$ cat src/sv/mft_pkg.sv
// Shared types, constants and the byte encoder for the Manchester frame transmitter.
// Used by the core, the top level and the port checker. No dependencies.
package mft_pkg;

    // Default payload store depth
    localparam int MAX_PAYLOAD_DEF = 32;

    // Half-bits in one line word and the width of its down counter
    localparam int WORD_HALF_BITS = 20;
    localparam int HALF_W         = $clog2(WORD_HALF_BITS + 1);

    // Preamble (three bytes), sync and STX precede the payload
    localparam int HEADER_BYTES   = 5;
    localparam int PREAMBLE_COUNT = 3;

    // Line words
    localparam logic [WORD_HALF_BITS-1:0] IDLE_WORD  = 20'hAAAAA;
    localparam logic [WORD_HALF_BITS-1:0] RESET_WORD = 20'hFFFFF;

    // Frame bytes
    localparam logic [7:0] PREAMBLE_BYTE = 8'hAA;
    localparam logic [7:0] SYNC_BYTE     = 8'hD5;
    localparam logic [7:0] START_TEXT    = 8'h02;
    localparam logic [7:0] END_TEXT      = 8'h03;

    // Input item kinds
    typedef enum logic [1:0] {
        MODE_TICK   = 2'd0,
        MODE_APPEND = 2'd1,
        MODE_SEND   = 2'd2
    } mode_t;

    // Result codes
    typedef enum logic [1:0] {
        ST_OK   = 2'd0,
        ST_BUSY = 2'd1,
        ST_FULL = 2'd2
    } status_t;

    // One result item
    typedef struct packed {
        logic    available;
        status_t status;
        logic    line_level;
    } mft_result_t;

    // Byte to 20 half-bit word, sent LSB first:
    // start (1,0), data LSB first (one = 0,1; zero = 1,0), stop (0,1)
    function automatic logic [WORD_HALF_BITS-1:0] encode_word(input logic [7:0] byte_in);
        logic [WORD_HALF_BITS-1:0] w;
        begin
            w = '0;
            w[1:0]   = 2'b01;
            w[19:18] = 2'b10;
            for (int i = 0; i < 8; i++)
            begin
                w[2 + 2 * i +: 2] = byte_in[i] ? 2'b10 : 2'b01;
            end
            return w;
        end
    endfunction

endpackage

$ cat src/sv/mft_ram.sv
// Generic single-port-write, single-port-read RAM with registered read data.
// No dependencies.
module mft_ram #(
    parameter int WIDTH  = 8,
    parameter int DEPTH  = 32,
    parameter int ADDR_W = (DEPTH > 1) ? $clog2(DEPTH) : 1
) (
    input  logic              clk,
    input  logic              wr_en,
    input  logic [ADDR_W-1:0] wr_addr,
    input  logic [WIDTH-1:0]  wr_data,
    input  logic [ADDR_W-1:0] rd_addr,
    output logic [WIDTH-1:0]  rd_data
);

    logic [WIDTH-1:0] mem_reg [DEPTH];
    logic [WIDTH-1:0] rd_data_reg;

    // Write port and registered read port
    always_ff @(posedge clk)
    begin
        if (wr_en)
        begin
            mem_reg[wr_addr] <= wr_data;
        end
        rd_data_reg <= mem_reg[rd_addr];
    end

    assign rd_data = rd_data_reg;

endmodule

$ cat src/sv/mft_core.sv
// Transmitter state: payload store, frame sequencer and half-bit shifter.
// Processes one item per step and returns its result. Depends on mft_pkg, mft_ram.
module mft_core
    import mft_pkg::*;
#(
    parameter int MAX_PAYLOAD = MAX_PAYLOAD_DEF
) (
    input  logic        clk,
    input  logic        rst_n,
    input  logic        step,
    input  logic [1:0]  mode,
    input  logic [7:0]  data_byte,
    output mft_result_t result
);

    localparam int ADDR_W = (MAX_PAYLOAD > 1) ? $clog2(MAX_PAYLOAD) : 1;
    localparam int CNT_W  = $clog2(MAX_PAYLOAD + 1);
    localparam int POS_W  = $clog2(MAX_PAYLOAD + HEADER_BYTES + 2);
    localparam logic [CNT_W-1:0]  FULL_CNT  = CNT_W'(MAX_PAYLOAD);
    localparam logic [POS_W-1:0]  HDR_POS   = POS_W'(HEADER_BYTES);
    localparam logic [POS_W-1:0]  SYNC_POS  = POS_W'(PREAMBLE_COUNT);
    localparam logic [POS_W-1:0]  STX_POS   = POS_W'(PREAMBLE_COUNT + 1);
    localparam logic [POS_W-1:0]  EXTRA_LEN = POS_W'(HEADER_BYTES + 1);
    localparam logic [HALF_W-1:0] LAST_HALF = HALF_W'(1);
    localparam logic [HALF_W-1:0] FULL_HALF = HALF_W'(WORD_HALF_BITS);

    logic [CNT_W-1:0]          fill_count_reg, fill_count_next;
    logic [POS_W-1:0]          frame_pos_reg, frame_pos_next;
    logic [POS_W-1:0]          frame_len_reg, frame_len_next;
    logic                      frame_active_reg, frame_active_next;
    logic [WORD_HALF_BITS-1:0] shifter_reg, shifter_next;
    logic [HALF_W-1:0]         left_reg, left_next;
    logic                      line_reg, line_next;
    status_t                   status;

    logic                      wr_en;
    logic [POS_W-1:0]          payload_idx;
    logic [7:0]                rd_data;
    logic [7:0]                next_byte;

    // Payload store; read address follows the frame position, so data is
    // ready long before the word that needs it ends
    assign wr_en       = step && (mode == MODE_APPEND) && !frame_active_reg
                         && (fill_count_reg != FULL_CNT);
    assign payload_idx = frame_pos_reg - HDR_POS;

    mft_ram #(
        .WIDTH (8),
        .DEPTH (MAX_PAYLOAD)
    ) u_store (
        .clk     (clk),
        .wr_en   (wr_en),
        .wr_addr (fill_count_reg[ADDR_W-1:0]),
        .wr_data (data_byte),
        .rd_addr (payload_idx[ADDR_W-1:0]),
        .rd_data (rd_data)
    );

    // Byte due at the current frame position
    always_comb
    begin
        if (frame_pos_reg < SYNC_POS)
        begin
            next_byte = PREAMBLE_BYTE;
        end
        else if (frame_pos_reg == SYNC_POS)
        begin
            next_byte = SYNC_BYTE;
        end
        else if (frame_pos_reg == STX_POS)
        begin
            next_byte = START_TEXT;
        end
        else if (payload_idx < POS_W'(fill_count_reg))
        begin
            next_byte = rd_data;
        end
        else
        begin
            next_byte = END_TEXT;
        end
    end

    // Next state and status for the item in hand
    always_comb
    begin
        fill_count_next   = fill_count_reg;
        frame_pos_next    = frame_pos_reg;
        frame_len_next    = frame_len_reg;
        frame_active_next = frame_active_reg;
        shifter_next      = shifter_reg;
        left_next         = left_reg;
        line_next         = line_reg;
        status            = ST_OK;

        case (mode)
            MODE_TICK:
            begin
                line_next    = shifter_reg[0];
                left_next    = left_reg - LAST_HALF;
                shifter_next = shifter_reg >> 1;
                // word end: load next frame word or idle pattern
                if (left_reg == LAST_HALF)
                begin
                    shifter_next = IDLE_WORD;
                    if (frame_active_reg)
                    begin
                        if (frame_pos_reg < frame_len_reg)
                        begin
                            shifter_next   = encode_word(next_byte);
                            frame_pos_next = frame_pos_reg + POS_W'(1);
                        end
                        else
                        begin
                            frame_active_next = 1'b0;
                            frame_pos_next    = '0;
                            frame_len_next    = '0;
                            fill_count_next   = '0;
                        end
                    end
                    left_next = FULL_HALF;
                end
            end
            MODE_APPEND:
            begin
                if (frame_active_reg)
                begin
                    status = ST_BUSY;
                end
                else if (fill_count_reg == FULL_CNT)
                begin
                    status = ST_FULL;
                end
                else
                begin
                    fill_count_next = fill_count_reg + CNT_W'(1);
                end
            end
            MODE_SEND:
            begin
                if (frame_active_reg)
                begin
                    status = ST_BUSY;
                end
                else
                begin
                    frame_active_next = 1'b1;
                    frame_pos_next    = '0;
                    frame_len_next    = POS_W'(fill_count_reg) + EXTRA_LEN;
                end
            end
            default:
            begin
                status = ST_BUSY;
            end
        endcase
    end

    // State registers
    always_ff @(posedge clk or negedge rst_n)
    begin
        if (!rst_n)
        begin
            fill_count_reg   <= '0;
            frame_pos_reg    <= '0;
            frame_len_reg    <= '0;
            frame_active_reg <= 1'b0;
            shifter_reg      <= RESET_WORD;
            left_reg         <= FULL_HALF;
            line_reg         <= 1'b0;
        end
        else if (step)
        begin
            fill_count_reg   <= fill_count_next;
            frame_pos_reg    <= frame_pos_next;
            frame_len_reg    <= frame_len_next;
            frame_active_reg <= frame_active_next;
            shifter_reg      <= shifter_next;
            left_reg         <= left_next;
            line_reg         <= line_next;
        end
    end

    assign result.line_level = line_next;
    assign result.status     = status;
    assign result.available  = !frame_active_next;

endmodule

$ cat src/sv/manchester_frame_transmitter_unit.sv
// Top level of the Manchester frame transmitter: input register, core, result register.
// Depends on mft_pkg and mft_core.
//
// Usage:
//   Slave channel s_*: one item per transfer. s_tuser carries the kind (half-bit
//   tick, append payload byte, send frame), s_tdata the payload byte.
//   Master channel m_*: exactly one result per input item, in order. m_tdata
//   carries line level, status and available.
//   Flow: a result passes from the input register to the result register and is
//   presented on m_* until a clock edge with m_tready high takes it. Throughput
//   is one item per cycle while m_tready stays high; the core updates its
//   state in the cycle an item leaves the input register.
//   Stall: while a result waits in the output register with m_tready low, the
//   input register still takes one more item; after that s_tready drops until
//   the result is taken. Nothing is lost or repeated.
//   Reset: both registers empty, no frame active, payload store empty, and the
//   line sends ones for the first 20 half-bits. Store contents are not cleared;
//   a frame only reads bytes appended since the last send.
module manchester_frame_transmitter_unit
    import mft_pkg::*;
#(
    parameter int MAX_PAYLOAD = MAX_PAYLOAD_DEF
) (
    input  logic       clk,
    input  logic       rst_n,
    input  logic       s_tvalid,
    output logic       s_tready,
    input  logic [7:0] s_tdata,   // [7:0] data_byte
    input  logic [1:0] s_tuser,   // [1:0] mode
    output logic       m_tvalid,
    input  logic       m_tready,
    output logic [7:0] m_tdata    // [0] line_level, [2:1] status, [3] available, [7:4] zero
);

    logic        in_valid_reg;
    logic [1:0]  in_mode_reg;
    logic [7:0]  in_data_reg;
    logic        out_valid_reg;
    mft_result_t out_result_reg;
    mft_result_t core_result;
    logic        advance;

    // Item moves from the input register into the core and result register
    assign advance  = in_valid_reg && (!out_valid_reg || m_tready);
    assign s_tready = !in_valid_reg || advance;

    // Input register
    always_ff @(posedge clk or negedge rst_n)
    begin
        if (!rst_n)
        begin
            in_valid_reg <= 1'b0;
        end
        else if (s_tready)
        begin
            in_valid_reg <= s_tvalid;
        end
    end

    always_ff @(posedge clk)
    begin
        if (s_tvalid && s_tready)
        begin
            in_mode_reg <= s_tuser;
            in_data_reg <= s_tdata;
        end
    end

    mft_core #(
        .MAX_PAYLOAD (MAX_PAYLOAD)
    ) u_core (
        .clk       (clk),
        .rst_n     (rst_n),
        .step      (advance),
        .mode      (in_mode_reg),
        .data_byte (in_data_reg),
        .result    (core_result)
    );

    // Result register
    always_ff @(posedge clk or negedge rst_n)
    begin
        if (!rst_n)
        begin
            out_valid_reg <= 1'b0;
        end
        else if (advance)
        begin
            out_valid_reg <= 1'b1;
        end
        else if (m_tready)
        begin
            out_valid_reg <= 1'b0;
        end
    end

    always_ff @(posedge clk)
    begin
        if (advance)
        begin
            out_result_reg <= core_result;
        end
    end

    assign m_tvalid = out_valid_reg;
    assign m_tdata  = {4'b0000, out_result_reg};

endmodule

$ cat config.mk
export PLATFORM = sky130hd
export DESIGN_NAME = manchester_frame_transmitter_unit
export DESIGN_NICKNAME = d
export VERILOG_FILES = /design/src/sv/mft_pkg.sv /design/src/sv/mft_ram.sv /design/src/sv/mft_core.sv /design/src/sv/manchester_frame_transmitter_unit.sv
export SDC_FILE = /design/constraint.sdc
export NUM_CORES = 1
export LEC_CHECK = 0
export BUFFER_PORTS_ARGS = -buffer_cell sky130_fd_sc_hd__clkbuf_2
export CAP_MARGIN = 20
export CORE_ASPECT_RATIO = 0.8
export CORE_MARGIN = 2
export CORE_UTILIZATION = 54
export DETAILED_ROUTE_END_ITERATION = 16
export PLACE_DENSITY = 0.72
export SYNTH_ARGS = -nofsm -noshare
export SYNTH_HDL_FRONTEND = slang
export SYNTH_SLANG_ARGS = --single-unit
$ cat constraint.sdc
create_clock -name clk -period 3.15 [get_ports clk]
set_clock_uncertainty 0.15 [all_clocks]
set_input_delay 0.4725 -clock clk [delete_from_list [all_inputs] [get_ports clk]]
set_output_delay 0.4725 -clock clk [all_outputs]
set_load 0.005 [all_outputs]
* Word-level counts from Yosys, hierarchy flattened
Memory sizes are Yosys's and may differ from the RTL's. A register that Yosys moved wholly into a read port is not among the register bits.
Index checks and enable logic that the tools add are counted.
** Word-level totals
- Input bits :: 14
- Bits in writable memories :: 256
- Memories :: 1
- Output and inout port bits :: 10
- Word-level logic and storage cells :: 97
- Bits in registers :: 61
** Memory list
- u_core.u_store.mem_reg :: words 32, width 8, read ports 1, clocked after Yosys merged registers in 1, wr ports 1, line mft_ram.sv:16 : logic [WIDTH-1:0] mem_reg [DEPTH];
** Cells by class
- Reduce and logical (&&, ||, !) cells :: 19
- $add $sub $neg :: 5
- Muxes and demuxes :: 42
- Equal/unequal tests :: 13
- Magnitude comparators :: 3
** Operator list (number)
- 6-bit 2-to-1 mux :: 10
- 20-bit 2-to-1 mux :: 2
- 6-bit case mux with 2 select lines :: 3
- 8-bit 2-to-1 mux :: 4
- 2-bit 2-to-1 mux :: 10
- 18-bit 2-to-1 mux :: 1
- 6-bit by 1-bit adder with 6-bit output (second input constant) :: 2
- 6-bit < comparator :: 2
- 1-bit 2-to-1 mux :: 9
- 2-bit != test (second input constant) :: 4
- 7-bit AND reduction :: 1
- 6-bit by 3-bit adder with 6-bit output (second input constant) :: 1
- 6-bit by 2-bit == test with 1-bit output (second input constant) :: 1
- 6-bit by 3-bit == test with 1-bit output (second input constant) :: 1
- 6-bit == test (second input constant) :: 1
- 6-bit by 2-bit < comparator with 1-bit output (second input constant) :: 1
- 6-bit != test (second input constant) :: 1
- 2-bit case mux with 3 select lines :: 1
- 6-bit AND reduction :: 1
- 2-bit nonzero test :: 3
- 6-bit by 3-bit subtractor with 6-bit output (second input constant) :: 1
- 5-bit by 1-bit == test with 1-bit output (second input constant) :: 1
- 1-bit logical AND :: 5
- 5-bit 2-to-1 mux :: 1
- 10 further kinds :: 15

* Logic depth before layout (Yosys ltp)
Gate-level depths: netlist of the first run.
- Depth in word-level cells :: 10
- Mapped depth :: 15
- Mapped depth without buffers :: 11

* Cells and area by module
Synthesis of the first run repeated with hierarchy kept, for this count alone.
** Second synthesis, totals
- Cell total of the unflattened synthesis :: 740
- Area total of the unflattened synthesis :: 13442.9 um^2
** Modules (own cells, without submodules)
- mft_ram :: area an instance 10052.1 um^2, sequential area each 7847.5 um^2, cells an instance 418, times used 1
- mft_core :: area an instance 2832.7 um^2, sequential area each 1153.6 um^2, cells an instance 295, times used 1
- manchester_frame_transmitter_unit :: area an instance 558.0 um^2, sequential area each 470.5 um^2, cells an instance 27, times used 1

* Worst setup path after synthesis of the first run
Ideal clock, no wire load.
- Path kind :: register to register
- Start :: register u_core.frame_pos_reg[0]
- End :: register u_core.shifter_reg[3]
- Setup time :: 0.079 ns
- Slack :: -0.356 ns
- Path buffers :: 4
- Data required time :: 2.921 ns
- Stages on the path, launching flop included :: 16
- Arrival time :: 3.277 ns
- Period minus slack after synthesis :: 3.506 ns
- Path through :: dfrtp_1 -> buf_4 -> buf_2 -> inv_1 -> ha_1 -> nor2b_1 -> or2_1 -> buf_4 -> inv_2 -> buf_2 -> ha_1 -> a41o_1 -> o31a_1 -> or3_1 -> a211o_1 -> a22o_1
** Between the ends
- Longest elaborated chain between the ends :: 10
- Elaborated cells on any way between the ends :: 14
- Classes of those cells :: add/sub: 1; order compare: 3; eq/ne: 2; mux: 8
** RTL lines
- start, declared :: line mft_core.sv:28 : logic [POS_W-1:0] frame_pos_reg, frame_pos_next;
- start signal, assigned :: line mft_core.sv:175 : frame_pos_reg <= frame_pos_next;
- 6-bit by 3-bit subtractor with 6-bit output :: line mft_core.sv:45 : assign payload_idx = frame_pos_reg - HDR_POS;
- 6-bit < comparator :: line mft_core.sv:74 : else if (payload_idx < POS_W'(fill_count_reg))
- 8-bit 2-to-1 mux :: line mft_core.sv:74
- 8-bit 2-to-1 mux :: line mft_core.sv:70 : else if (frame_pos_reg == STX_POS)
- 8-bit 2-to-1 mux :: line mft_core.sv:66 : else if (frame_pos_reg == SYNC_POS)
- 8-bit 2-to-1 mux :: line mft_core.sv:62 : if (frame_pos_reg < SYNC_POS)
- 2-bit 2-to-1 mux :: line mft_pkg.sv:57 : w[2 + 2 * i +: 2] = byte_in[i] ? 2'b10 : 2'b01;
- 18-bit 2-to-1 mux (*) :: line mft_core.sv:108 : if (frame_pos_reg < frame_len_reg)
- 20-bit 2-to-1 mux (*) :: line mft_core.sv:106 : if (frame_active_reg)
- 20-bit 2-to-1 mux (*) :: line mft_core.sv:103 : if (left_reg == LAST_HALF)
- end signal, assigned :: line mft_core.sv:178 : shifter_reg <= shifter_next;
- end, declared :: line mft_core.sv:31 : logic [WORD_HALF_BITS-1:0] shifter_reg, shifter_next;
Mark *: on every way between the ends. The rest lies on a longest branch, timed or not.
A chain may end at the register's enable or synchronous reset.

* Worst setup path after layout of the first run
Ends and elaborated chain as after synthesis.

==> flow_summary_export.csv, run 1 <==
group,metric,value,unit
setup_path,startpoint,"u_core.frame_pos_reg[0]$_DFFE_PN0P_",
sta,hold_viol,0,
floorplanning,rows,51,
synthesis,synth_fa_ha_area_share,1.84,%
floorplanning,die-height,146,um
synthesis,yosysWarnings,0,
floorplanning,coreArea,24600,um2
power,peakVddDrop,0.000836,V
drt,viasPerCell,5.95,
sta,tightest_slew,1.08,ns
synthesis,async_flop_share,14.5,%
cells_and_area,syn_to_final_growth,15.7,%
cts,clkSlewWorstSetupHoldPaths,0.07,ns
drt,antenna_left,0,
floorplanning,dieArea,26500,um2
placed_design,port_buffers,19,
setup_path,rr_endpoint,"u_core.shifter_reg[3]$_DFFE_PN1P_",
sta,fin_ws,0.183,ns
setup_path,r2r_slack,0.18,ns
worst_hold_path,whs_path_depth,4,
setup_path,worst-r2r-cell-count,11,
synthesis,synth_top_family_by_area,"multiplexers",
cts,h-tree-depth,1,
cts,cts_tree,"done",
cells_and_area,nets,996,
synthesis,synth-main-ff-cell,"edfxtp_1",
synthesis,synth_seq_cells,325,
global_route,grt.overflow.total,0,
cts,clk_latency,0.56,ns
synthesis,synth.area.mux_share,11.2,%
setup_path,required,3.48,ns
sta,fin_crit_sh,94.2,%
synthesis,synth.largest_area_cell,"edfxtp_1",
sta,timing.fmax,337,MHz
sta,period_minus_slack,2.97,ns
worst_hold_path,min_to,"in_valid_reg$_DFFE_PN0N_",
cells_and_area,stdcell_count,1305,
cells_and_area,num_antenna_cells,0,
drt,drtIter0Drc,898,
cells_and_area,largest_reg_flops,256,
synthesis,synth_edf_count,270,
synthesis,synthSimpleGateAreaFrac,8.03,%
global_route,grt_pass1_vias,7572,
cells_and_area,drive_gt1_share,25.1,%
sta,slew_headroom,27.9,%
sta,finalSetupViolCount,0,
worst_hold_path,hp-class,"in2reg",
setup_path,critPathMaxFanout,18,
drt,wl_per_cell,22.7,um
synthesis,syn_area_per_cell,15.8,um2
drt,first_pass_iters,5,
setup_path,crit_path_cell_trace,"inv_2, ha_4, nor2b_4, or2_1, inv_4, ha_1, a41o_1, o31a_1, or3_1, a211o_1, a22o_1",
synthesis,synth_cells,861,
placed_design,place_ws,0.218,ns
setup_path,critPathCaptureType,"flip-flop",
floorplanning,io_pins,24,
sta,rsz0062_at_grt,"no",
global_route,grt_max_degree,58,
cts,clockRootBuffer,"clkbuf_16",
power,total_leakage_power,0.00553,uW
synthesis,synth_compound_area_share,6.10,%
placed_design,dp_cells,1228,
sta,tns,0,ns
global_route,antenna_found_initial,0,
cts,postCtsSetupBuffers,0,
worst_hold_path,min_from,"m_tready",
power,p_per_area,790,nW/um2
synthesis,yosysTopAreaCellShare,59.5,%
setup_path,max_stage_delay,0.52,ns
setup_path,worst_ep_arrival_time,3.30,ns
synthesis,yosysSeqAreaShare,69.5,%
drt,routed_wl,29700,um
sta,slew_violations,0,
global_route,grt.total_usage,22.7,%
setup_path,start_kind,"flip-flop",
drt,route.detailed.drc,0,
setup_path,crit_type,"reg2reg",
cts,clock-sinks,325,
floorplanning,die_w,182,um
placed_design,place_congestion,0.875,
outcome,status,"complete, no violations",
setup_path,r2r_start,"u_core.frame_pos_reg[0]$_DFFE_PN0P_",
synthesis,ys_top_cells_by_area,"edfxtp_1, mux4_2, dfrtp_1, dfstp_2, nand2_1",
job,cap_violations,0,
synthesis,netlist_area,13600,um2
placed_design,dpl.hpwl,18800,um
cells_and_area,n_fill_cell,1666,
cts,cts_buffer_depth,3,
global_route,grt_pass1_wl,45500,um
synthesis,synthXorXnorAreaFrac,0.890,%
floorplanning,start_util,55.5,%
synthesis,synth_cell_types,66,
setup_path,crit_slowest_cell,"dfrtp_4",
cts,cts_buffers,31,
drt,vias,7767,
Yosys cell counts, drive strengths merged, types with 7 or more instances:
cell type / number
ha: 20
edfxtp: 270
dfrtp: 25
nand3: 16
dfstp: 22
xnor2: 8
o21ai: 36
buf: 27
inv: 24
nand2: 110
mux4: 64
or4: 7
nor2: 48
dfxtp: 8
clkbuf: 16
a21oi: 44
a22oi: 7
nand2b: 8
nor3: 15
repair_timing:
action	4_1_cts	5_1_grt
hold buffers	12	0
setup endpoints to repair	0	1
hold endpoints to repair	23	0
resized for setup	0	1
layout make-up:
type / count / area [um2] / area share [%]
Multi-Input combinational cell: 472 / 3850 / 24.4
Clock buffer: 38 / 802 / 5.08
Tap cell: 318 / 398 / 2.52
Clock inverter: 20 / 226 / 1.44
Timing Repair Buffer: 108 / 926 / 5.87
Inverter: 24 / 92.6 / 0.587
Sequential cell: 325 / 9480 / 60.1
how the worst max path moves through the flow:
stage | end | slack, ns | depth (start not counted)
4_1_cts | u_core.shifter_reg[4]$_DFFE_PN1P_ | 0.16 | 12
3_5_place_dp | u_core.shifter_reg[3]$_DFFE_PN1P_ | 0.22 | 11
2_1_floorplan | u_core.shifter_reg[4]$_DFFE_PN1P_ | 0.01 | 15
5_1_grt | u_core.shifter_reg[3]$_DFFE_PN1P_ | 0.07 | 11
3_3_place_gp | u_core.shifter_reg[3]$_DFFE_PN1P_ | 0.26 | 11
6_report | u_core.shifter_reg[3]$_DFFE_PN1P_ | 0.18 | 11
cell usage in the layout, fill, tap and decap left out, types with 22 or more instances in the layout:
cell type and instances:
mux4_2 64, nand2_1 110, o21ai_0 32, clkbuf_16 31, buf_4 69, edfxtp_1 270
nor2_1 48, dfrtp_1 24, a21oi_1 43, dfstp_2 22
worst max-delay path, delay by kind of cell (launching register included):
kind | cells | cell delay (ns)
and+or+nand+nor | 3 | 0.68
AOI/OAI and AO/OA | 4 | 0.84
adders and majority gates | 2 | 0.43
buffers and inverters | 2 | 0.27
DFF | 1 | 0.52
stage by stage:
step	power, uW	hold WS [ns]	area, um2	util [%]
after floorplan	7790	0.0269	13700	-
after global placement	8670	0.292	14500	58.9
after detailed placement	8730	0.296	14500	58.9
after CTS	12500	0.0809	15600	63.5
after global routing	13000	0.134	15800	64.2
final	12500	0.0950	15800	64.2
routing by layer:
metal	share of wire (%)	vias up	GRT usage, %
li1	-	3509	-
met1	47	3938	36.3
met2	45	278	33.6
met3	6.4	42	3.62
met4	1.6	0	4.47
met5	0	-	0
logic make-up after synthesis:
kind of cell,Yosys count
AND/OR/NAND/NOR,236
AO/OA/AOI/OAI,127
multiplexers,72
other,1
flip-flops,325
buffers and inverters,67
adder cells (fa/ha/maj),20
XOR/XNOR,13
power by group:
part           internal, uW  switching, uW  leakage, uW
combinational          1560           1890      0.00202
sequential             5010            233      0.00302
clock                  2220           1550     0.000500
total                  8780           3680      0.00553
Note: power is estimated with default switching activity, not from simulation.
==> inputs of run 2 (changes only) <==
CORE_ASPECT_RATIO = 0.75   (was 0.8)
CTS_BUF_LIST = sky130_fd_sc_hd__clkbuf_2   (was unset)
==> run 2 against run 1 <==
  * Hold slack better by 0.058 ns
  * Largest power group unchanged
  * Power shrank 7.6%
  * Maximum frequency fell by 1.6%
  * Critical endpoint unchanged
  * Critical path type unchanged
  * Sequential share of layout area increased by 0.98 points
  * Sequential power down 0.8%
==> flow_summary_export.csv, run 2 (synthesis gave the netlist of run 1 again) <==
group,metric,value,unit
drt,viasPerCell,5.72,
floorplanning,coreArea,24900,um2
setup_path,worst_ep_arrival_time,3.59,ns
setup_path,critPathMaxFanout,18,
floorplanning,io_pins,24,
cts,h-tree-depth,3,
outcome,status,"complete, no violations",
floorplanning,rows,50,
sta,slew_violations,0,
cells_and_area,layout_common_cells,"edfxtp_1, clkbuf_2, nand2_1",
cells_and_area,final_common_cell,"edfxtp_1",
setup_path,r2r_start,"u_core.frame_pos_reg[0]$_DFFE_PN0P_",
sta,fin_crit_sh,95.7,%
sta,fin_ws,0.135,ns
sta,period_minus_slack,3.02,ns
setup_path,crit_type,"reg2reg",
setup_path,required,3.73,ns
global_route,grt_pass1_vias,8018,
cells_and_area,largest_reg_flops,256,
sta,finalSetupViolCount,0,
power,p_per_area,742,nW/um2
floorplanning,start_util,54.8,%
placed_design,place_congestion,0.862,
drt,wl_per_cell,21.4,um
cells_and_area,post-route-util,62.3,%
cells_and_area,n_fill_cell,1889,
sta,tightest_slew,0.927,ns
cts,cts_buffer_depth,3,
placed_design,dpl.hpwl,18600,um
drt,route.detailed.drc,0,
cts,clockRootBuffer,"clkbuf_2",
floorplanning,die-height,142,um
sta,slew_headroom,38.2,%
setup_path,worst-r2r-cell-count,11,
drt,first_pass_iters,5,
setup_path,rr_endpoint,"u_core.shifter_reg[3]$_DFFE_PN1P_",
drt,antenna_left,0,
worst_hold_path,hp-class,"in2async",
power,finalPower,11500,uW
cells_and_area,drive_gt1_share,28.9,%
cts,clk_latency,0.84,ns
drt,vias,7985,
power,peakVddDrop,0.000761,V
power,total_leakage_power,0.00555,uW
setup_path,r2r_slack,0.13,ns
global_route,grt_max_degree,51,
setup_path,start_kind,"flip-flop",
placed_design,place_ws,0.189,ns
cts,cts_tree,"done",
floorplanning,die_w,187,um
cells_and_area,nets,1040,
cts,clock-sinks,325,
sta,timing.fmax,332,MHz
global_route,grt.overflow.total,0,
cts,cts_resized,0,
cells_and_area,syn_to_final_growth,13.8,%
placed_design,port_buffers,19,
setup_path,critPathCaptureType,"flip-flop",
cts,clkSlewWorstSetupHoldPaths,0.13,ns
sta,whs,0.153,ns
sta,tns,0,ns
drt,drtIter0Drc,945,
sta,hold_viol,0,
global_route,grt.total_usage,23.1,%
floorplanning,dieArea,26600,um2
cts,cts_buffers,77,
drt,routed_wl,29900,um
sta,rsz0062_at_grt,"no",
job,cap_violations,0,
global_route,grt_pass1_wl,45300,um
global_route,antenna_found_initial,1,
## run 2: cell types whose count changed in the layout (fill, tap and decap cells not counted), moves of 5 or more
cell       previous run  this run
clkbuf_2             19       116
clkbuf_16            31         0
clkinv_1              7        25
clkbuf_1              7         0
buf_4                69        64
## run 2: worst max-delay path by stage
stage | from | endpoint | slack [ns] | depth (start not counted)
3_3_place_gp | u_core.frame_pos_reg[0]$_DFFE_PN0P_ | u_core.shifter_reg[3]$_DFFE_PN1P_ | 0.28 | 11
3_5_place_dp | u_core.frame_pos_reg[0]$_DFFE_PN0P_ | u_core.shifter_reg[4]$_DFFE_PN1P_ | 0.19 | 12
2_1_floorplan | u_core.frame_pos_reg[0]$_DFFE_PN0P_ | u_core.shifter_reg[4]$_DFFE_PN1P_ | 0.01 | 15
5_1_grt | u_core.frame_pos_reg[0]$_DFFE_PN0P_ | u_core.shifter_reg[4]$_DFFE_PN1P_ | 0.02 | 12
6_report | u_core.frame_pos_reg[0]$_DFFE_PN0P_ | u_core.shifter_reg[3]$_DFFE_PN1P_ | 0.13 | 11
4_1_cts | u_core.frame_pos_reg[0]$_DFFE_PN0P_ | u_core.shifter_reg[3]$_DFFE_PN1P_ | 0.14 | 11
## run 2: metrics by stage
| step | std cells | cell area (um2) |
|---|---|---|
| 5_1_grt | 1397 | 15500 |
| 4_1_cts | 1388 | 15300 |
| 2_1_floorplan | 864 | 13700 |
| 6_report | 1397 | 15500 |
| 3_3_place_gp | 1243 | 14500 |
| 3_5_place_dp | 1243 | 14500 |
## run 2: power breakdown
group          internal, uW  total [uW]  switching (uW)
Combinational          1570        3500            1930
Clock                  1180        2800            1630
Sequential             5000        5200             206
Total                  7750       11500            3760
## run 2: critical path, stage by stage, from the launching register on
cell and delay, ns:
dfrtp_4 0.53, inv_2 0.09, ha_4 0.17, nor2b_4 0.06
or2_1 0.27, inv_4 0.16, ha_1 0.26, a41o_1 0.25
o31a_1 0.13, or3_1 0.37, a211o_1 0.28, a22o_1 0.21
## run 2: cell type report
cell class	instances	area [um2]	share of cell area, %
repair buffers	106	948	6.11
well taps	338	423	2.73
clock buffers	97	485	3.13
inverters	24	92.6	0.597
diodes	1	2.50	0.0161
clock inverters	34	239	1.54
multi-input cells	472	3850	24.8
flip-flops and latches	325	9480	61.1
## run 2: per-layer routing
layer	up-vias	wire [um]	track usage (%)
met4	0	625	7.54
met1	3955	13200	34.0
met5	-	0	0
met3	55	2740	6.41
li1	3647	-	-
met2	328	13400	33.7
## run 2: timing repair
item | 4_1_cts | 5_1_grt
endpoints found under the hold margin | 28 | 0
setup buffers | 0 | 0
endpoints found under the setup margin | 0 | 0
hold buffers | 14 | 0
==> inputs of run 3 (changes only) <==
CORE_UTILIZATION = 40   (was 54)
CTS_BUF_LIST = sky130_fd_sc_hd__clkbuf_16   (was sky130_fd_sc_hd__clkbuf_2)
PLACE_DENSITY = 0.56   (was 0.72)
SYNTH_HIERARCHICAL = 1   (was unset)
==> run 3 against run 2 <==
  * Synthesized cell count decreased by 14%
  * Clock-buffer cell count decreased by 60
  * Hold slack got worse by 0.12 ns
  * First-iteration DRC count decreased by 25%
  * Sequential cell count unchanged
  * Combinational power increased by 47%
  * Maximum frequency increased by 6.2%
  * Power increased by 27%
  * Cell count decreased by 6.4%
  * Global-route usage decreased by 5.2 points
  * Design area increased by 1.8%
  * Setup slack improved by 0.18 ns
  * Largest cell class unchanged
==> flow_summary_export.csv, run 3 <==
group,metric,value,unit
cells_and_area,drive_gt1_share,31.5,%
placed_design,place_congestion,0.859,
sta,period_minus_slack,2.84,ns
cts,clk_latency,0.50,ns
cts,h-tree-depth,2,
drt,viasPerCell,5.45,
setup_path,max_stage_delay,0.54,ns
cells_and_area,n_fill_cell,2766,
setup_path,crit_path_cell_trace,"inv_4, ha_1, xnor2_2, buf_4, buf_12, mux4_2, mux4_2, mux2_2",
sta,slew_violations,0,
synthesis,synth_cells,740,
synthesis,synth.largest_area_cell,"edfxtp_1",
placed_design,dpl.hpwl,19900,um
drt,wl_per_cell,23.3,um
job,cap_violations,0,
drt,route.detailed.drc,0,
global_route,met2_usage,25.9,%
cells_and_area,num_antenna_cells,0,
setup_path,start_kind,"flip-flop",
sta,fin_crit_sh,90.1,%
cts,postCtsSetupBuffers,0,
cells_and_area,nets,866,
setup_path,crit_slowest_cell,"mux4_2",
outcome,status,"complete, no violations",
cells_and_area,layout_common_cells,"edfxtp_1, mux4_2, buf_4",
cts,cts_buffer_depth,3,
synthesis,ys_top_cells_by_area,"edfxtp_1, mux4_2, dfrtp_1, dfstp_2, ha_1",
synthesis,netlist_area,13400,um2
setup_path,required,3.39,ns
placed_design,dpl_cell_area,14400,um2
sta,tns,0,ns
placed_design,port_buffers,19,
synthesis,yosysWarnings,6,
synthesis,synth-main-ff-cell,"edfxtp_1",
synthesis,yosysSeqAreaShare,70.5,%
setup_path,crit_type,"reg2reg",
cts,cts_tree,"done",
floorplanning,die_w,216,um
floorplanning,rows,58,
sta,hold_viol,0,
power,peakVddDrop,0.000606,V
floorplanning,coreArea,33300,um2
cts,clock-sinks,325,
synthesis,yosysMostFrequentCell,"edfxtp_1",
global_route,antenna_found_initial,0,
floorplanning,start_util,40.4,%
sta,slew_headroom,35.2,%
global_route,grt_max_degree,64,
drt,antenna_left,0,
power,total_leakage_power,0.00543,uW
sta,tightest_slew,0.973,ns
setup_path,worst_ep_arrival_time,3.08,ns
sta,whs,0.0355,ns
cells_and_area,final_common_cell,"edfxtp_1",
global_route,grt.overflow.total,0,
sta,finalSetupViolCount,0,
synthesis,synth_common_cells,"edfxtp_1, mux4_2, nor2_1",
global_route,grt_use_met3,4.05,%
global_route,grt_pass1_wl,46500,um
synthesis,yosysTopAreaCellShare,60.3,%
setup_path,crit_top_cell,"mux4_2",
synthesis,async_flop_share,14.5,%
sta,rsz0062_at_grt,"no",
cells_and_area,seq_area,9470,um2
floorplanning,io_pins,24,
global_route,met1_usage,27.6,%
drt,first_pass_iters,5,
cells_and_area,multi_input_area,3720,um2
global_route,grt_pass1_vias,7199,
drt,vias,7134,
cts,clockRootBuffer,"clkbuf_16",
floorplanning,die-height,163,um
cells_and_area,syn_to_final_growth,17.5,%
cells_and_area,final_cell_area,15800,um2
sta,timing.fmax,352,MHz
setup_path,crit_family,"multiplexers",
synthesis,syn_area_per_cell,18.2,um2
power,p_per_area,922,nW/um2
synthesis,synth_cell_types,71,
synthesis,synth_edf_count,270,
synthesis,synth_seq_cells,325,
worst_hold_path,hp-class,"in2reg",
cells_and_area,largest_reg_flops,256,
power,finalPower,14600,uW
setup_path,critPathCaptureType,"flip-flop",
global_route,busiest_layer,"met1",
floorplanning,dieArea,35100,um2
global_route,grt.total_usage,17.8,%
cts,clkSlewWorstSetupHoldPaths,0.06,ns
setup_path,critPathBufInv,3,
drt,routed_wl,30400,um
drt,drtIter0Drc,713,
setup_path,critPathMaxFanout,17,
cts,cts_buffers,34,
[run 3: what timing repair did]
item                                    CTS  global route
endpoints found under the setup margin    0            10
resized for setup                         0             1
hold endpoints to repair                 35             0
hold buffers                             11             0
[run 3: cell families (layout without fill, tap and decap cells)]
kind of cell	after synthesis	after routing	share of synthesized area, %
AO/OA/AOI/OAI	88	88	4.99
AND/OR/NAND/NOR	148	148	5.77
buffers and inverters	59	174	2.06
adder cells (fa/ha/maj)	20	20	1.84
XOR/XNOR	7	7	0.456
flip-flops	325	325	70.5
other	1	4	0.0279
multiplexers	92	92	14.4
[run 3: cell type report]
class	instances	area share (%)
well taps	450	3.56
repair buffers	92	5.29
clock buffers	37	5.86
multi-input cells	359	23.5
clock inverters	24	1.28
flip-flops and latches	325	60.0
inverters	21	0.515
[run 3: per-stage QoR]
stage,std cells,setup slack [ns],utilization [%]
global route,1308,0.0484,47.4
detailed placement,1229,0.185,43.2
finish,1308,0.310,47.4
global placement,1229,0.270,43.2
CTS,1301,0.163,46.9
floorplan,743,0.296,-
[run 3: path summary, 6_finish.rpt]
kind / endpoint / slack (ns) / cells after the start / start
max: u_core/u_store/rd_data[4]$_DFF_P_ / 0.31 / 8 / u_core/frame_pos_reg[0]$_DFFE_PN0P_
min reg2reg: u_core/frame_len_reg[5]$_DFFE_PN0P_ / 0.32 / 1 / u_core/frame_len_reg[5]$_DFFE_PN0P_
max reg2reg: u_core/u_store/rd_data[4]$_DFF_P_ / 0.31 / 8 / u_core/frame_pos_reg[0]$_DFFE_PN0P_
max in group asynchronous: u_core/shifter_reg[16]$_DFFE_PN1P_ / 1.57 / 3 / rst_n
min: in_valid_reg$_DFFE_PN0P_ / 0.04 / 2 / s_tvalid
min in group asynchronous: u_core/left_reg[1]$_DFFE_PN0P_ / 0.48 / 2 / rst_n
[run 3: report_power, final]
group / leakage (uW) / internal, uW / total, uW / switching, uW
Combinational: 0.00183 / 2490 / 5130 / 2650
Clock: 0.000567 / 2370 / 3990 / 1620
Sequential: 0.00303 / 5120 / 5450 / 326
[run 3: layer usage]
metal / vias up / part of all wire (%) / routed length [um]
li1: 3136 / - / -
met1: 3740 / 47 / 14400
met2: 232 / 44 / 13300
met3: 26 / 7.9 / 2390
met4: 0 / 1.0 / 303
met5: - / 0 / 0
